### src/aho_corasick_multi_pattern_matcher_macros.svh
// assertion helpers
`ifndef AHO_CORASICK_MULTI_PATTERN_MATCHER_MACROS_SVH
`define AHO_CORASICK_MULTI_PATTERN_MATCHER_MACROS_SVH
`define ACM_ASSERT_IMP(label, clk, rst_n, a, c, msg) \
	label: assert property (@(posedge clk) disable iff (!rst_n) (a) |-> (c)) else $error(msg);
`define ACM_ASSERT_NXT(label, clk, rst_n, a, c, msg) \
	label: assert property (@(posedge clk) disable iff (!rst_n) (a) |=> (c)) else $error(msg);
`endif

### src/acm_ram.sv
`timescale 1ns / 1ps
module acm_ram #(
	parameter int WIDTH = 8,
	parameter int DEPTH = 256
) (
	input  logic                     clk,
	input  logic                     we,
	input  logic [$clog2(DEPTH)-1:0] waddr,
	input  logic [WIDTH-1:0]         wdata,
	input  logic [$clog2(DEPTH)-1:0] raddr,
	output logic [WIDTH-1:0]         rdata
);
	logic [WIDTH-1:0] mem [DEPTH];
	always_ff @(posedge clk) begin
		if (we) mem[waddr] <= wdata;
		rdata <= mem[raddr];
	end
endmodule

### config.mk
export PLATFORM = sky130hd
export DESIGN_NAME = acm_ram
export DESIGN_NICKNAME = d
export VERILOG_FILES = /design/src/aho_corasick_multi_pattern_matcher_macros.svh /design/src/acm_ram.sv
export SDC_FILE = /design/constraint.sdc
export NUM_CORES = 2
export LEC_CHECK = 0
export BUFFER_PORTS_ARGS = -buffer_cell sky130_fd_sc_hd__buf_2
export CAP_MARGIN = 30
export CORE_UTILIZATION = 55
export CTS_CLUSTER_SIZE = 40
export DETAILED_ROUTE_END_ITERATION = 10
export PLACE_DENSITY = 0.72
export SLEW_MARGIN = 15
export SYNTH_ARGS = -nofsm -noshare
export SYNTH_HDL_FRONTEND = slang
export SYNTH_SLANG_ARGS = --single-unit
### constraint.sdc
create_clock -name clk -period 2.1 [get_ports clk]
set_clock_uncertainty 0.1 [all_clocks]
set_input_delay 0 -clock clk [delete_from_list [all_inputs] [get_ports clk]]
set_output_delay 0 -clock clk [all_outputs]
set_load 0.03 [all_outputs]
# Word-level counts from Yosys, hierarchy flattened
# Memory sizes are Yosys's and may differ from the RTL's. A register that Yosys moved wholly into a read port is not among the register bits.
# Cells that the tools add are included.
dict set report word_totals {
  regBits 0
  output_inout_bits 8
  n_memories 1
  inputBits 26
  word_cells 3
  ram_bits 2048
}
dict set report classes {
  n_mux 2
}
# name depth word_bits rd rd_ports_with_merged_regs write_ports line
set memory_table {}
lappend memory_table {mem 256 8 1 1 1 acm_ram.sv:13} ;# logic [WIDTH-1:0] mem [DEPTH];
# cell count
set op_table {}
lappend op_table {{$mux W1} 2}

# Depth between registers and ports, before layout
dict set report logic_depth {
  word_depth 2
  mapped_depth 11
  ltp_nobuf 6
}

# Worst setup path after synthesis
# OpenSTA, ideal clock, no wires.
dict set report synth_path {
  kind {input -> register}
  from {in raddr[0]}
  to {reg rdata[2] (read register of mem)}
  path_slack_ps 62
  required_ps 1869
  path_stages 9
  arrival_ps 1807
  n_path_buf 4
  setup_ps 131
  cell_sequence {buf_6 -> buf_12 -> buf_8 -> buf_2 -> mux4_2 -> a22oi_1 -> a21oi_1 -> nor4_1 -> nor4_2}
}
# item line
set synth_lines {}
lappend synth_lines {{start, declared} acm_ram.sv:10} ;# input logic [$clog2(DEPTH)-1:0] raddr,
lappend synth_lines {{end, declared} acm_ram.sv:11} ;# output logic [WIDTH-1:0] rdata

==> reports/summary.txt <==
status = complete, but fails checks
violations in the final reports = negative setup slack
hpwl dp = 128.6 mm
cell repeated most along the worst path = mux4_2
unrepaired setup endpoints after global routing = true
main combinational cell family by area after synthesis = multiplexers
Synth cell types = 55
WP data arrival = 3.00 ns
Clock power frac = 0.398
largest net degree at the start of global routing = 91
critical path fanouts, max = 1
height of the chip = 382.3 um
CP startpoint = mem[85][4]$_DFFE_PP_
Worst Hold Class = input pin to flip-flop
max frequency = 421.1 MHz
number of port buffers = 33
syn_area_per_cell = 21.31 sq um
synth warn = 0
crit path cell chain = mux4_2 -> mux4_2 -> nor2b_4 -> nor4_4 -> buf_4 -> nor4_2
CP max stage delay = 0.53 ns
layout cells sized above 1 = 0.3341
Final setup viols = 7
Filler Cell Count = 9008
Clock Sinks = 2056
maximum vdd drop = 1.007 mV
Syn Inst Count = 3733
largest area contributor in the netlist = edfxtp_1
CTS root buf = clkbuf_16
leakage power total = 30.60 nW
XOR/XNOR share of the synthesized area = 0
number of synthesized flops with an enable pin = 2048
Area Overhead vs Synth = 18.24%
crit path kind = flip-flop to flip-flop
list of most frequent post-synthesis cells = edfxtp_1 (2048), mux4_2 (454), nor2_1 (282)
per-cell routed wire length = 30.50 um
CTS Buf Count = 194
mux cell area share after synthesis = 0.1462
Crit. End Element = flip-flop
Iter 0 DRT Violations = 5622
DRC viols = 0
hold_sp = wdata[2]
worst-margin pin slew = 0.7939 ns
routed vias/inst = 6.432
Nets = 4503
drt first pass iters = 5
Synth Area in Simple Gates = 0.02628
CORE AREA = 143500 sq um
Reg power frac = 0.542
first-pass GRT wire length = 289.6 mm
Clock Latency Late Sink = 0.86 ns
ys async rst share = 0
Comb power frac = 0.060
Period minus WS final = 2.375 ns
Synth Area in Compound Gates = 0.03419
Final Hold Viols = 0
Net Count, Synth = 3759
buffers and inverters on the worst path = 1
Crit path max-delay family = multiplexers
Psw = 18.09 mW
Initial Util = 0.5545
post-synthesis sequential area ratio = 0.7750
# H-tree levels = 4
Sum Neg Setup Slack = -1.207 ns
Req. time, crit path = 2.72 ns
Synth top area share = 0.7730
die width = 382.3 um
Remaining Overflow, GRT = 0
number of global-route vias before repair = 42410
clk buf depth = 3
Post-Route WL = 199.3 mm
Hold Slack = 0.05764 ns
relative slew slack = 0.4707
worst r2r src = mem[85][4]$_DFFE_PP_
Row Count = 139
Overall Global Routing Usage = 0.2763
most common cell in the netlist = edfxtp_1
setup ws final = -0.2748 ns
# Max-Cap Violations = 0
Die ar. = 146200 sq um
top post-synthesis cells by area = edfxtp_1 (77%), mux4_2 (13%), mux2i_1 (1.7%), nor2_1 (1.3%), a22oi_1 (1.3%)
Placer Congestion = 0.9299
I/O pin cnt = 34
Synth Cell Area = 79560 sq um
Post-Synth Adder-Cell Area = 0
slowest CP cell = mux4_2
P per Cell Area = 889.5 nW/um^2
Final Cycle Share = 1.131
CTS tree = yes
main flop type after synthesis = edfxtp_1
Synth Register Bits = 2056
via total after detailed routing = 42030
Critical Path Source Type = flip-flop
Antenna Nets Post-Route = 0
Final Max Slew Viols = 0
cell-internal power = 65.58 mW
Clk pin slew, worst setup/hold paths = 0.06 ns
switching part of the total = 0.2162
initial antenna violation count = 12
logic make-up (layout without fill, tap and decap cells):
family / Yosys count / after routing
buffers and inverters: 235 / 1133
other: 0 / 1
muxes: 591 / 591
AOI/OAI and AO/OA: 385 / 385
and+or+nand+nor: 466 / 466
DFF: 2056 / 2056
power by group through the flow:
stage                     combinational, mW  sequential (mW)  clock (mW)
final                                  5.01             45.3        33.3
after global routing                   5.21             45.3        35.2
after CTS                              4.94             45.3        33.6
after detailed placement               4.76             46.2           0
after global placement                 4.68             46.2           0
after floorplan                        2.20             46.2           0
state kept, by name (all words and copies together) (netlist names):
name	count
rdata	8
mem	2048
worst reg2reg max path: stages (launching register included):
cell and delay (ns):
edfxtp_1 0.39, mux4_2 0.48, mux4_2 0.53, nor2b_4 0.17, nor4_4 0.35, buf_4 0.19, nor4_2 0.04
layout make-up:
cell class	instances	area, sq um	share of cell area
sequential	2056	61660	0.6555
multi-input combinational	1442	16950	0.1802
timing repair buffer	781	7033	0.07477
clock buffer	242	5035	0.05352
tap	1903	2381	0.02531
clock inverter	108	999.7	0.01063
inverter	2	7.507	0.00007981
antenna	1	2.502	0.00002660
repair_timing:
action                                 4_1_cts  5_1_grt
setup endpoints to repair                    8       10
endpoints found under the hold margin     2441        6
resized for setup                           62       27
buffers inserted                             0        2
pin swaps                                   27       17
hold buffers                                30        1
per-layer routing:
| layer | vias to the layer above | share of wire | wire length [um] | global-route usage |
|---|---|---|---|---|
| met2 | 2600 | 0.48 | 94750 | 0.4301 |
| li1 | 17160 | - | - | - |
| met5 | - | 0.00049 | 98 | 0 |
| met4 | 14 | 0.037 | 7425 | 0.1059 |
| met3 | 417 | 0.11 | 22080 | 0.05867 |
| met1 | 21840 | 0.38 | 74990 | 0.3880 |
final timing paths:
path / endpoint / slack (ns) / cells after the start
hold reg to reg: rdata[3]$_DFF_P_ / 0.88 / 7
hold / removal: mem[68][2]$_DFFE_PP_ / 0.06 / 2
setup / recovery: rdata[4]$_DFF_P_ / -0.27 / 6
setup reg to reg: rdata[4]$_DFF_P_ / -0.27 / 6
per-stage QoR:
stage / std cells / cell area [sq um] / power (mW) / utilization / setup slack, ns
floorplan: 3733 / 79560 / 48.39 / - / 0.06206
global placement: 6154 / 87250 / 50.86 / 0.6081 / -0.9853
detailed placement: 6154 / 87250 / 50.95 / 0.6081 / -0.9096
CTS: 6532 / 93920 / 83.90 / 0.6546 / -0.2739
global route: 6535 / 94070 / 85.67 / 0.6556 / -0.2947
finish: 6535 / 94070 / 83.67 / 0.6556 / -0.2748
cells in the final DEF, fill, tap and decap left out, drive strengths merged, types with 30 or more instances in the layout:
cell type and instances:
nand3 34, a22oi 133, mux4 456, edfxtp 2048
o221ai 47, mux2i 134, nand2 33, dlygate4sd3 30
clkbuf 248, nor2 282, buf 745, clkinv 93
a21oi 96, nor2b 31
(Power assumes the default switching activity.)
